$ cat src/lsw_pkg.sv
// Package for the line stepper with wall stop.
// Sizes, opcodes, register indexes and structs shared by walker, emit and top.
// No dependencies.
`default_nettype none
package lsw_pkg;

  localparam int CELL_SIZE = 16;
  localparam int SCREEN_W  = 1024;
  localparam int SCREEN_H  = 768;
  localparam int MAP_SIDE  = 64;

  localparam int COORD_W   = 10;
  localparam int ERR_W     = 12;
  localparam int CELL_W    = 6;
  localparam int OFFSET_W  = 26;
  localparam int STRIDE_W  = 16;
  localparam int COLOR_W   = 24;
  localparam int DATA_W    = 32;
  localparam int CFG_W     = 24;
  localparam int MAP_DEPTH = MAP_SIDE * MAP_SIDE;
  localparam int MAP_AW    = $clog2(MAP_DEPTH);

  localparam logic [7:0]          ALPHA_OPAQUE = 8'hFF;
  localparam int                  PIX_BYTES    = 4;
  localparam logic [STRIDE_W-1:0] STRIDE_RESET = 16'd4096;

  typedef enum logic [1:0] {
    OP_START = 2'd0,
    OP_STEP  = 2'd1,
    OP_MAP   = 2'd2
  } opcode_t;

  typedef enum logic {
    CFG_PIXEL_COLOR = 1'b0,
    CFG_ROW_STRIDE  = 1'b1
  } cfg_index_t;

  typedef struct packed {
    logic               valid;
    logic [COORD_W-1:0] x;
    logic [COORD_W-1:0] y;
    logic               at_target;
    logic               in_map;
  } issue_t;

  typedef struct packed {
    logic [COORD_W-1:0]  pixel_x;
    logic [COORD_W-1:0]  pixel_y;
    logic                on_screen;
    logic [OFFSET_W-1:0] frame_offset;
    logic [DATA_W-1:0]   pixel_data;
    logic [CELL_W-1:0]   map_col;
    logic [CELL_W-1:0]   map_row;
    logic                hit_wall;
    logic                last;
  } result_t;

endpackage
`default_nettype wire

$ cat src/lsw_emit.sv
// Result stage: wall decision, frame offset and colour, and a two-entry result queue.
// Depends on lsw_pkg.
`default_nettype none
module lsw_emit
  import lsw_pkg::*;
(
  input  wire logic                clk,
  input  wire logic                rst,
  input  wire issue_t              issue,
  input  wire logic                map_bit,
  input  wire logic [COLOR_W-1:0]  pixel_color,
  input  wire logic [STRIDE_W-1:0] row_stride_bytes,
  output      logic                kill,
  output      logic                room,
  output      logic                res_valid,
  input  wire logic                res_ready,
  output      result_t             res
);

  issue_t  stage;
  result_t queue [2];
  logic    wr_ptr, rd_ptr;
  logic [1:0] count;

  result_t push_data;
  logic    wall, on, push, pop;
  logic [COORD_W+STRIDE_W-1:0] prod;
  logic [2:0] occ;

  always_comb begin
    wall = !stage.in_map || map_bit;
    on   = (stage.x < SCREEN_W) && (stage.y < SCREEN_H);
    prod = (COORD_W+STRIDE_W)'(stage.y) * (COORD_W+STRIDE_W)'(row_stride_bytes);

    push_data.pixel_x      = stage.x;
    push_data.pixel_y      = stage.y;
    push_data.on_screen    = on;
    push_data.frame_offset = on ? OFFSET_W'(prod) + OFFSET_W'(stage.x) * OFFSET_W'(PIX_BYTES)
                                : '0;
    push_data.pixel_data   = on ? {ALPHA_OPAQUE, pixel_color} : '0;
    push_data.map_col      = CELL_W'(stage.x / CELL_SIZE);
    push_data.map_row      = CELL_W'(stage.y / CELL_SIZE);
    push_data.hit_wall     = wall;
    push_data.last         = wall || stage.at_target;

    kill      = stage.valid && wall;
    push      = stage.valid;
    res_valid = (count != 2'd0);
    pop       = res_valid && res_ready;
    res       = queue[rd_ptr];
    occ       = 3'(count) + 3'(stage.valid) - 3'(pop);
    room      = (occ < 3'd2);
  end

  always_ff @(posedge clk) begin
    if (rst) begin
      wr_ptr      <= 1'b0;
      rd_ptr      <= 1'b0;
      count       <= 2'd0;
    end else begin
      if (push) begin
        wr_ptr <= !wr_ptr;
      end
      if (pop) begin
        rd_ptr <= !rd_ptr;
      end
      count <= 2'(occ);
    end
  end

  always_ff @(posedge clk) begin
    stage.valid     <= issue.valid && !rst;
    stage.x         <= issue.x;
    stage.y         <= issue.y;
    stage.at_target <= issue.at_target;
    stage.in_map    <= issue.in_map;
    if (push) begin
      queue[wr_ptr] <= push_data;
    end
  end

  a_no_overflow: assert property (@(posedge clk) disable iff (rst)
    (push && count == 2'd2) |-> pop)
    else $error("Result queue overflow.");

  a_wall_is_last: assert property (@(posedge clk) disable iff (rst)
    push |-> (!push_data.hit_wall || push_data.last))
    else $error("Wall pixel not marked as the end of the line.");

  a_result_held: assert property (@(posedge clk) disable iff (rst)
    (res_valid && !res_ready) |=> (res_valid && $stable(res)))
    else $error("Waiting result item changed before it was taken.");

endmodule
`default_nettype wire

$ cat config.mk
export PLATFORM = sky130hd
export DESIGN_NAME = lsw_emit
export DESIGN_NICKNAME = d
export VERILOG_FILES = /design/src/lsw_pkg.sv /design/src/lsw_emit.sv
export SDC_FILE = /design/constraint.sdc
export NUM_CORES = 1
export LEC_CHECK = 0
export BUFFER_PORTS_ARGS = -buffer_cell sky130_fd_sc_hd__buf_2
export CORE_MARGIN = 2
export CORE_UTILIZATION = 50
export CTS_CLUSTER_SIZE = 20
export DETAILED_ROUTE_END_ITERATION = 12
export PLACE_DENSITY = 0.74
export SYNTH_ARGS = -nofsm -noshare
export SYNTH_HDL_FRONTEND = slang
export SYNTH_SLANG_ARGS = --single-unit
$ cat constraint.sdc
create_clock -name clk -period 5.1 [get_ports clk]
set_clock_uncertainty 0.15 [all_clocks]
set_input_delay 0.51 -clock clk [delete_from_list [all_inputs] [get_ports clk]]
set_output_delay 0.51 -clock clk [all_outputs]
set_load 0.02 [all_outputs]
==> metrics.md, run 1 <==
| Metric | Value |
|---|---|
| Final hold vios | 0 |
| Crit path max-delay family | adder cells |
| Worst-Margin Slew | 1040 ps |
| # fillers | 1,842 |
| Met3 Wirelength | 1150 um |
| Max VDD drop | 560 uV |
| WL met1 | 10,300 um |
| Post-synthesis instance area | 0.0119 mm^2 |
| Rows | 56 |
| I/O pin count | 163 |
| Internal | 0.00595 W |
| Critical Path Sink Type | flip-flop |
| Seq pwr share | 0.208 |
| TritonCTS Buffers | 17 |
| CP dominant cell by count | fa_1 |
| Most frequent cells in the layout | 162 x buf_2, 146 x edfxtp_1, 141 x inv_1 |
| WP buf/inv | 7 |
| Logic pwr share | 0.668 |
| Number of enable flip-flop cells after synthesis | 146 |
| Critical Path RT | 5200 ps |
| Area grow syn2layout | 24.1% |
| Largest net degree at the start of global routing | 74 |
| Tcrit/Tclk final | 1.00 |
| CP Depth | 20 |
| Sink Count | 174 |
| Vias in the first global route | 8,682 |
| Clock network power share | 0.124 |
| Crit path DAT | 5220 ps |
| Fin. max-slew vios | 0 |
| Die width | 158 um |
| Antenna viol nets, final | 0 |
| Count of cell types in the netlist | 55 |
| Finished Cell Area | 0.0148 mm^2 |
| Root buf cell | clkbuf_16 |
| Max-Cap Viols | 0 |
| Status | finished with violations |
| Area of the multi-input gates | 0.00646 mm^2 |
| CTS H-tree lvls | 4 |
| Leakage | 6.60 nW |
| Total congestion overflow | 0 |
| Crit path launch | push_data[76] |
| Dominant synthesized flop cell | edfxtp_1 |
| Reg2Reg Depth | 20 |
| Routability cong. | 0.874 |
| Finished Layout Cells | 1,577 |
| Syn Inst Count | 1,009 |
| Slowest stage delay, CP | 510 ps |
| Worst min path class | primary input to flip-flop |
| CTS Buffer Depth | 2 |
| Crit path max fanout | 5 |
| Critical Path, Cell by Cell | buf_12 -> buf_12 -> nand2_4 -> fa_1 -> inv_1 -> fa_1 -> inv_2 -> fa_1 -> inv_2 -> fa_1 -> inv_2 -> fa_1 -> inv_2 -> ha_4 -> o211ai_1 -> nor2_2 -> a21oi_2 -> o21ai_2 -> mux2_4 -> nor4b_4 |
| Crit start category | flip-flop |
| Initial antenna violation count | 0 |
| Flop2flop setup slack | -20 ps |
| Clock-pin slew on the worst setup and hold paths | 70 ps |
| Fraction of layout instances using a drive strength above 1 | 0.378 |
| Register area | 0.00498 mm^2 |
| Pre-CTS setup slack | -426 ps |
| Die H | 158 um |
| CP endpoint | queue[1][67] |
| Reg2reg start | push_data[76] |
| HPWL Detailed | 18,500 um |
| Cell Pwr Density | 686 mW/mm^2 |
| Top layer in use | met4 |
| Finish-stage setup viols | 2 |
| Core area | 0.0235 mm^2 |
| Vias post-DR | 8,020 |
| Async SR Flop Fraction | 0 |
| Gr usage total | 0.212 |
| Sequential share of the synthesized area | 0.415 |
| Fmax | 0.195 GHz |
| WL met2 | 13,500 um |
| Area of the die | 0.0251 mm^2 |
| Avg WL per Cell | 16.2 um |
| Crit path kind | flip-flop to flip-flop |
| DRC | 0 |
| CTS Hold Bufs | 0 |
| Commonest non-fill, non-tap cell in the layout | buf_2 |
| IO buf count | 162 |
| Layout Nets | 1,501 |
| Failing checks | setup timing |
| Cell area after placement | 0.0136 mm^2 |
| Global-route wire length before repair | 40,900 um |
| First-pass DRT Iterations | 4 |
| Clock insertion delay at the later pin of the skew report | 430 ps |
| #FFs+latches synth | 174 |
| FF-to-FF End | queue[1][67] |
| Synthesized net count | 1,265 |
| Routed vias/inst | 5.09 |
| First DRT Iteration DRCs | 438 |
| Initial Util | 0.508 |
| Sw frac | 0.414 |
| Placed cells | 1,516 |
| Tmin final | 5120 ps |
| Switching Power | 0.00421 W |
| YS warnings | 0 |
| CTS tree | yes |
| Drt total wl | 25,600 um |
| Slew headroom | 0.303 |
| Setup slack after layout | -19.5 ps |
| Critical path's slowest cell | fa_1 |
| Antenna diodes | 0 |
| Syn_area_per_cell | 11.8 um^2 |
| RSZ-0062 raised after global routing | true |
[power groups by stage]
stage / clock [W] / combinational (W) / sequential (W)
5_1_grt: 0.00134 / 0.00753 / 0.00213
2_1_floorplan: 0 / 0.00385 / 0.00204
4_1_cts: 0.00129 / 0.00627 / 0.00211
3_5_place_dp: 0 / 0.00582 / 0.00215
6_report: 0.00126 / 0.00679 / 0.00211
3_3_place_gp: 0 / 0.00572 / 0.00214
[worst register-to-register path: cells and delay by family, from the launching register on]
| kind | cells | cell delay (ps) |
|---|---|---|
| compound gates | 3 | 540 |
| fa+ha+maj | 6 | 2730 |
| buf+inv | 7 | 450 |
| flops | 1 | 350 |
| mux | 1 | 320 |
| simple gates | 3 | 380 |
[how the worst min path moves through the flow]
stage	start	to	slack [ps]	cells after the start
finish	issue[0]	stage[0]	20	1
global route	issue[11]	push_data[82]	5	1
CTS	issue[0]	stage[0]	10	1
detailed placement	push_data[84]	queue[1][84]	340	0
global placement	stage[1]	queue[0][0]	330	1
floorplan	push_data[83]	queue[0][83]	280	0
[layout make-up]
| type | count | share of cell area |
|---|---|---|
| Inverter | 153 | 0.0388 |
| Tap cell | 319 | 0.0270 |
| Clock inverter | 14 | 0.0101 |
| Sequential cell | 174 | 0.336 |
| Timing Repair Buffer | 280 | 0.123 |
| Clock buffer | 18 | 0.0290 |
| Multi-Input combinational cell | 619 | 0.436 |
[kinds of logic after synthesis]
| kind of cell | Yosys count | synth area share |
|---|---|---|
| simple gates | 279 | 0.118 |
| flops | 174 | 0.415 |
| mux | 76 | 0.0715 |
| buf+inv | 216 | 0.0752 |
| fa+ha+maj | 189 | 0.275 |
| xor+xnor | 18 | 0.0132 |
| compound gates | 57 | 0.0320 |
[synthesized netlist by cell type, drive strengths merged, types with 4 or more instances]
master  number  area [um^2]
nand3        7         35.0
a21oi       21          116
o21a         4         31.3
buf         25          180
nor2        28          105
inv        153          574
dfxtp       28          561
and2       103          647
ha          67          838
a21o         6         45.0
clkbuf      38          143
nor3         6         35.0
mux2        74          833
xor2         7         61.3
o21ai        8         40.0
xnor2       11         96.3
edfxtp     146         4380
nand2b       4         25.0
fa         122         2440
nand4        8         50.1
nand2      109          409
[through the flow]
stage | TNS [ps] | total power [W] | hold slack, ps | utilization
after floorplan | -19.3 | 0.00589 | 282 | -
after global placement | -3760 | 0.00786 | 334 | 0.579
after detailed placement | -5050 | 0.00796 | 340 | 0.579
after CTS | -398 | 0.00967 | 10.4 | 0.614
after global routing | -2160 | 0.0110 | 4.76 | 0.631
final | -33.9 | 0.0102 | 21.6 | 0.631
[routing by layer]
layer | vias to the layer above | GRT usage
met3 | 47 | 0.0316
met1 | 4034 | 0.243
li1 | 3719 | -
met4 | 0 | 0.0734
met5 | - | 0
met2 | 220 | 0.402
[sequential cells by signal, indices dropped and copies added, names as in the netlist, named ones only]
signal / count
queue: 146
push_data: 20
count: 2
stage: 2
push: 1
rd_ptr: 1
wr_ptr: 1
[timing repair]
item	4_1_cts	5_1_grt
hold endpoints to repair	0	0
cloned	0	1
pin swaps	27	42
gates resized for setup	30	68
setup endpoints to repair	22	28
buffers inserted	17	14
No activity file was read; power rests on OpenSTA's default activity.
==> run 2, diff against run 1 <==
--- a/config.mk
+++ b/config.mk
@@ -6,6 +6,7 @@
 export NUM_CORES = 1
 export LEC_CHECK = 0
 export BUFFER_PORTS_ARGS = -buffer_cell sky130_fd_sc_hd__buf_2
+export CORE_ASPECT_RATIO = 0.9
 export CORE_MARGIN = 2
 export CORE_UTILIZATION = 50
 export CTS_CLUSTER_SIZE = 20
==> run 2 against run 1 <==
Compared with the run above: the flow still finishes with violations (setup timing); register-to-register slack is essentially flat; global-route usage grew 0.34 points; sequential share of layout area shrank 0.28 points; sequential power is essentially flat; first-iteration DRC count grew 26%; largest power group unchanged.
==> metrics.md, run 2 (synthesis results as in run 1) <==
| Metric | Value |
|---|---|
| Antenna diodes | 0 (unchanged) |
| Flop2flop setup slack | -20 ps (about the same) |
| Sink Count | 174 (unchanged) |
| Rows | 53 (was 56) |
| Crit path launch | push_data[77] (was push_data[76]) |
| Top reg by flops | queue (unchanged) |
| Die width | 167 um (was 158 um) |
| DRC | 0 (unchanged) |
| Routed vias/inst | 5.17 (was 5.09) |
| Max-Cap Viols | 0 (unchanged) |
| Finish-stage setup viols | 6 (was 2) |
| Reg2Reg Depth | 16 (was 20) |
| Worst-Margin Slew | 1030 ps (was 1040 ps) |
| Critical Path RT | 5150 ps (was 5200 ps) |
| CTS H-tree lvls | 4 (unchanged) |
| Gr usage total | 0.215 (was 0.212) |
| Setup slack after layout | -18.1 ps (was -19.5 ps) |
| Drt total wl | 26,500 um (was 25,600 um) |
| Fin. max-slew vios | 0 (unchanged) |
| Cell area after placement | 0.0136 mm^2 (about the same) |
| RSZ-0062 raised after global routing | true (unchanged) |
| Global-route wire length before repair | 42,200 um (was 40,900 um) |
| Layout Nets | 1,508 (was 1,501) |
| Root buf cell | clkbuf_16 (unchanged) |
| First DRT Iteration DRCs | 550 (was 438) |
| I/O pin count | 163 (unchanged) |
| Fin Hold WS | 20.1 ps (was 21.6 ps) |
| Failing checks | setup timing (unchanged) |
| Tmin final | 5120 ps (about the same) |
| Avg WL per Cell | 16.9 um (was 16.2 um) |
| Status | finished with violations (unchanged) |
| Max VDD drop | 572 uV (was 560 uV) |
| Area of the die | 0.0251 mm^2 (about the same) |
| Area grow syn2layout | 25.3% (was 24.1%) |
| HPWL Detailed | 19,000 um (was 18,500 um) |
| Largest register FFs | 146 (unchanged) |
| CTS Buffer Depth | 2 (unchanged) |
| Fmax | 0.195 GHz (about the same) |
| Fin Setup TNS | -70.5 ps (was -33.9 ps) |
| TritonCTS Buffers | 17 (unchanged) |
| Final hold vios | 0 (unchanged) |
| Most frequent cells in the layout | 162 x buf_2, 146 x edfxtp_1, 144 x inv_1 (was 162 x buf_2, 146 x edfxtp_1, 141 x inv_1) |
| Vias in the first global route | 8,766 (was 8,682) |
| FF-to-FF End | queue[1][64] (was queue[1][67]) |
| Total congestion overflow | 0 (unchanged) |
| Antenna viol nets, final | 0 (unchanged) |
| Leakage | 6.69 nW (was 6.60 nW) |
| Tcrit/Tclk final | 1.00 (about the same) |
| CTS Hold Bufs | 0 (unchanged) |
| Slew headroom | 0.312 (was 0.303) |
| Cell Pwr Density | 694 mW/mm^2 (was 686 mW/mm^2) |
| Reg2reg start | push_data[77] (was push_data[76]) |
| Initial Util | 0.509 (was 0.508) |
| Clock insertion delay at the later pin of the skew report | 440 ps (was 430 ps) |
| Largest net degree at the start of global routing | 74 (unchanged) |
| Crit path max fanout | 8 (was 5) |
| Initial antenna violation count | 0 (unchanged) |
| Die H | 151 um (was 158 um) |
| Clock-pin slew on the worst setup and hold paths | 80 ps (was 70 ps) |
| Routability cong. | 0.902 (was 0.874) |
| Critical Path Sink Type | flip-flop (unchanged) |
| Layout Utilization | 0.638 (was 0.631) |
| Crit start category | flip-flop (unchanged) |
| Crit path kind | flip-flop to flip-flop (unchanged) |
| CTS tree | yes (unchanged) |
| Core area | 0.0234 mm^2 (was 0.0235 mm^2) |
| IO buf count | 162 (unchanged) |
| Design Power | 0.0104 W (was 0.0102 W) |
| Commonest non-fill, non-tap cell in the layout | buf_2 (unchanged) |
| Finished Cell Area | 0.0149 mm^2 (was 0.0148 mm^2) |
| CP endpoint | queue[1][64] (was queue[1][67]) |
| First-pass DRT Iterations | 7 (was 4) |
| Worst min path class | primary input to flip-flop (unchanged) |
| Vias post-DR | 8,094 (was 8,020) |
| Crit path DAT | 5170 ps (was 5220 ps) |
| Fraction of layout instances using a drive strength above 1 | 0.382 (was 0.378) |
## run 2: area by class of cell
class,count,area [um^2]
clock buffers,17,425
inverters,153,574
multi-input cells,619,6520
fillers,1773,8470
well taps,302,378
flip-flops and latches,174,4980
clock inverters,15,173
repair buffers,287,1890
## run 2: how the worst min path moves through the flow
stage	start	to	slack (ps)	depth (start not counted)
2_1_floorplan	push_data[83]	queue[0][83]	280	0
3_3_place_gp	push_data[88]	queue[1][88]	330	0
3_5_place_dp	push_data[88]	queue[1][88]	340	0
4_1_cts	issue[6]	push_data[77]	2	1
5_1_grt	issue[6]	push_data[77]	3	1
6_report	issue[5]	push_data[76]	20	1
## run 2: critical path, stage by stage, from the launching register on
cell and delay (ps):
dfxtp_4 350, buf_12 130, and2_1 160, fa_1 500, fa_1 580, fa_1 440
fa_1 490, inv_1 60, fa_1 490, inv_1 70, ha_4 300, nand4_1 170
a211o_4 400, a31oi_4 230, o21a_2 160, nor3_1 40, buf_4 140
## run 2: metrics by stage
stage                     setup WS (ps)  cells
after global routing               -180   1567
after detailed placement           -321   1503
final                             -18.1   1567
after global placement             -225   1503
after floorplan                   -9.66   1009
after CTS                         -32.5   1549
## run 2: what timing repair did
action | CTS | global route
pin swaps | 16 | 42
buffers inserted | 14 | 20
resized for setup | 45 | 61
endpoints found under the setup margin | 24 | 23
gates cloned | 0 | 2
## run 2: report_power, final
part	leakage (nW)	internal [W]	switching, W
combinational	4.81	0.00338	0.00359
sequential	1.59	0.00197	0.000136
clock	0.288	0.000661	0.000639
total	6.69	0.00601	0.00436
## run 2: metal layers
layer  global-route usage  up-vias  routed length (um)
met4               0.0685        0                 549
met5                    0        -                   0
li1                     -     3740                   -
met1                0.270     4035               11100
met3               0.0355       44                1430
met2                0.386      275               13400
==> run 3, diff against run 2 <==
--- a/config.mk
+++ b/config.mk
@@ -6,12 +6,13 @@
 export NUM_CORES = 1
 export LEC_CHECK = 0
 export BUFFER_PORTS_ARGS = -buffer_cell sky130_fd_sc_hd__buf_2
+export CELL_PAD_IN_SITES_DETAIL_PLACEMENT = 0
+export CELL_PAD_IN_SITES_GLOBAL_PLACEMENT = 1
 export CORE_ASPECT_RATIO = 0.9
 export CORE_MARGIN = 2
-export CORE_UTILIZATION = 50
-export CTS_CLUSTER_SIZE = 20
+export CORE_UTILIZATION = 43
 export DETAILED_ROUTE_END_ITERATION = 12
-export PLACE_DENSITY = 0.74
+export PLACE_DENSITY_LB_ADDON = 0.1
 export SYNTH_ARGS = -nofsm -noshare
 export SYNTH_HDL_FRONTEND = slang
 export SYNTH_SLANG_ARGS = --single-unit
==> run 3 against run 2 <==
Compared with the run above: the flow now finishes without violations; total power rose by 0.29%; register-to-register slack gained 60 ps; count of clock-buffer cells in the layout grew 1; core utilization decreased by 8.3 points; highest routed layer is now met5; fmax is 1.1% higher; first-iteration DRC count fell by 29%; global-route usage decreased by 2.5 points; largest power group unchanged; setup slack gained 57 ps; clock power about the same; critical endpoint is now queue[1][62]; critical path depth rose by 3; sequential share of layout area down 0.27 points.
==> metrics.md, run 3 (synthesis results as in run 1) <==
| Metric | Value |
|---|---|
| # fillers | 2,417 (was 1,773) |
| Cell Pwr Density | 691 mW/mm^2 (was 694 mW/mm^2) |
| Pre-CTS setup slack | -362 ps (was -321 ps) |
| Total congestion overflow | 0 (unchanged) |
| Finish-stage setup viols | 0 (was 6) |
| Fraction of layout instances using a drive strength above 1 | 0.393 (was 0.382) |
| Final hold vios | 0 (unchanged) |
| Die width | 180 um (was 167 um) |
| Routability cong. | 0.825 (was 0.902) |
| Crit path DAT | 5090 ps (was 5170 ps) |
| Root buf cell | clkbuf_16 (unchanged) |
| Clock insertion delay at the later pin of the skew report | 440 ps (about the same) |
| Tcrit/Tclk final | 0.992 (was 1.00) |
| Clock-pin slew on the worst setup and hold paths | 80 ps (about the same) |
| TritonCTS Buffers | 17 (unchanged) |
| Layout Nets | 1,519 (was 1,508) |
| First DRT Iteration DRCs | 390 (was 550) |
| Initial antenna violation count | 1 (was 0) |
| Critical Path Sink Type | flip-flop (unchanged) |
| Fin. max-slew vios | 0 (unchanged) |
| CTS tree | yes (unchanged) |
| Largest net degree at the start of global routing | 56 (was 74) |
| Gr usage total | 0.190 (was 0.215) |
| RSZ-0062 raised after global routing | true (unchanged) |
| CTS Buffer Depth | 2 (unchanged) |
| I/O pin count | 163 (unchanged) |
| Max VDD drop | 495 uV (was 572 uV) |
| DRC | 0 (unchanged) |
| Fin Hold WS | 26.9 ps (was 20.1 ps) |
| Layout Utilization | 0.555 (was 0.638) |
| Antenna viol nets, final | 0 (unchanged) |
| HPWL Detailed | 19,600 um (was 19,000 um) |
| Most frequent cells in the layout | 162 x buf_2, 146 x edfxtp_1, 137 x inv_1 (was 162 x buf_2, 146 x edfxtp_1, 144 x inv_1) |
| Area of the die | 0.0291 mm^2 (was 0.0251 mm^2) |
| Worst min path class | primary input to flip-flop (unchanged) |
| Commonest non-fill, non-tap cell in the layout | buf_2 (unchanged) |
| Initial Util | 0.440 (was 0.509) |
| Sink Count | 174 (unchanged) |
| IO buf count | 162 (unchanged) |
| Crit path kind | flip-flop to flip-flop (unchanged) |
| Critical Path RT | 5130 ps (was 5150 ps) |
| Area grow syn2layout | 26.2% (was 25.3%) |
| Top reg by flops | queue (unchanged) |
| Vias in the first global route | 8,517 (was 8,766) |
| Status | complete, no violations (was finished with violations) |
| Antenna diodes | 0 (unchanged) |
| Leakage | 6.72 nW (was 6.69 nW) |
| Rows | 57 (was 53) |
| CTS H-tree lvls | 4 (unchanged) |
| Avg WL per Cell | 16.1 um (was 16.9 um) |
| Routed vias/inst | 4.80 (was 5.17) |
| Largest register FFs | 146 (unchanged) |
| Crit path max fanout | 5 (was 8) |
| Tmin final | 5060 ps (was 5120 ps) |
| Global-route wire length before repair | 43,400 um (was 42,200 um) |
| Crit start category | flip-flop (unchanged) |
| Max-Cap Viols | 0 (unchanged) |
| Fmax | 0.198 GHz (was 0.195 GHz) |
| Vias post-DR | 7,831 (was 8,094) |
| Core area | 0.0271 mm^2 (was 0.0234 mm^2) |
| Drt total wl | 26,200 um (was 26,500 um) |
| Die H | 162 um (was 151 um) |
| Setup slack after layout | 38.5 ps (was -18.1 ps) |
| Slew headroom | 0.303 (was 0.312) |
| First-pass DRT Iterations | 4 (was 7) |
| Worst-Margin Slew | 1040 ps (was 1030 ps) |
run 3: cell count changes in the layout (fill, tap and decap cells not counted), sizes merged:
cell	delta
inv	-1
dlygate4sd3	+1
buf	+11
run 3: timing repair:
action / CTS / global route
gates resized for setup: 65 / 55
hold endpoints to repair: 1 / 0
endpoints found under the setup margin: 26 / 28
hold buffers: 1 / 0
gates cloned: 1 / 1
pin swaps: 44 / 43
buffers inserted: 23 / 6
run 3: cell type report:
cell class,instances,area [um^2],share of cell area
Sequential cell,174,4980,0.331
Clock buffer,18,429,0.0285
Timing Repair Buffer,298,1950,0.130
Clock inverter,14,150,0.00997
Tap cell,354,443,0.0294
Inverter,153,574,0.0381
Multi-Input combinational cell,619,6530,0.433
run 3: final timing paths:
check | startpoint | cells after the start | endpoint | slack, ps
max | push_data[77] | 19 | queue[1][62] | 40
min | issue[1] | 1 | stage[1] | 30
max reg2reg | push_data[77] | 19 | queue[1][62] | 40
min reg2reg | push_data[83] | 0 | queue[1][83] | 350
run 3: metal layers:
metal  routed length, um  GRT usage  vias to the layer above
met1               11600      0.243                     3872
met5                   7          0                        -
li1                    -          -                     3759
met4                 431     0.0525                        2
met2               13200      0.337                      167
met3                 960     0.0298                       31
run 3: per-stage QoR:
step | std cells | total power, W | cell area (um^2) | TNS (ps)
after floorplan | 1009 | 0.00589 | 12000 | -19.3
after global placement | 1567 | 0.00804 | 13800 | -4870
after detailed placement | 1567 | 0.00807 | 13800 | -5540
after CTS | 1624 | 0.00998 | 14800 | -137
after global routing | 1630 | 0.0113 | 15100 | -2170
final | 1630 | 0.0104 | 15100 | 0
run 3: worst max-delay path: stages (launching register included):
cell	delay [ps]
dfxtp_4	380
buf_6	120
and2_1	140
fa_1	520
inv_1	50
fa_2	540
inv_1	50
fa_2	410
fa_1	480
inv_1	50
fa_1	470
inv_1	60
ha_4	270
buf_4	100
nand4_1	110
a211o_4	380
nand3_1	160
buf_4	130
xnor2_1	140
nor2_1	80
run 3: power breakdown:
part / leakage [nW] / switching, W / total [W] / internal [W]
logic: 4.85 / 0.00359 / 0.00704 / 0.00346
clock network: 0.281 / 0.000623 / 0.00128 / 0.000654
registers: 1.59 / 0.000116 / 0.00209 / 0.00197
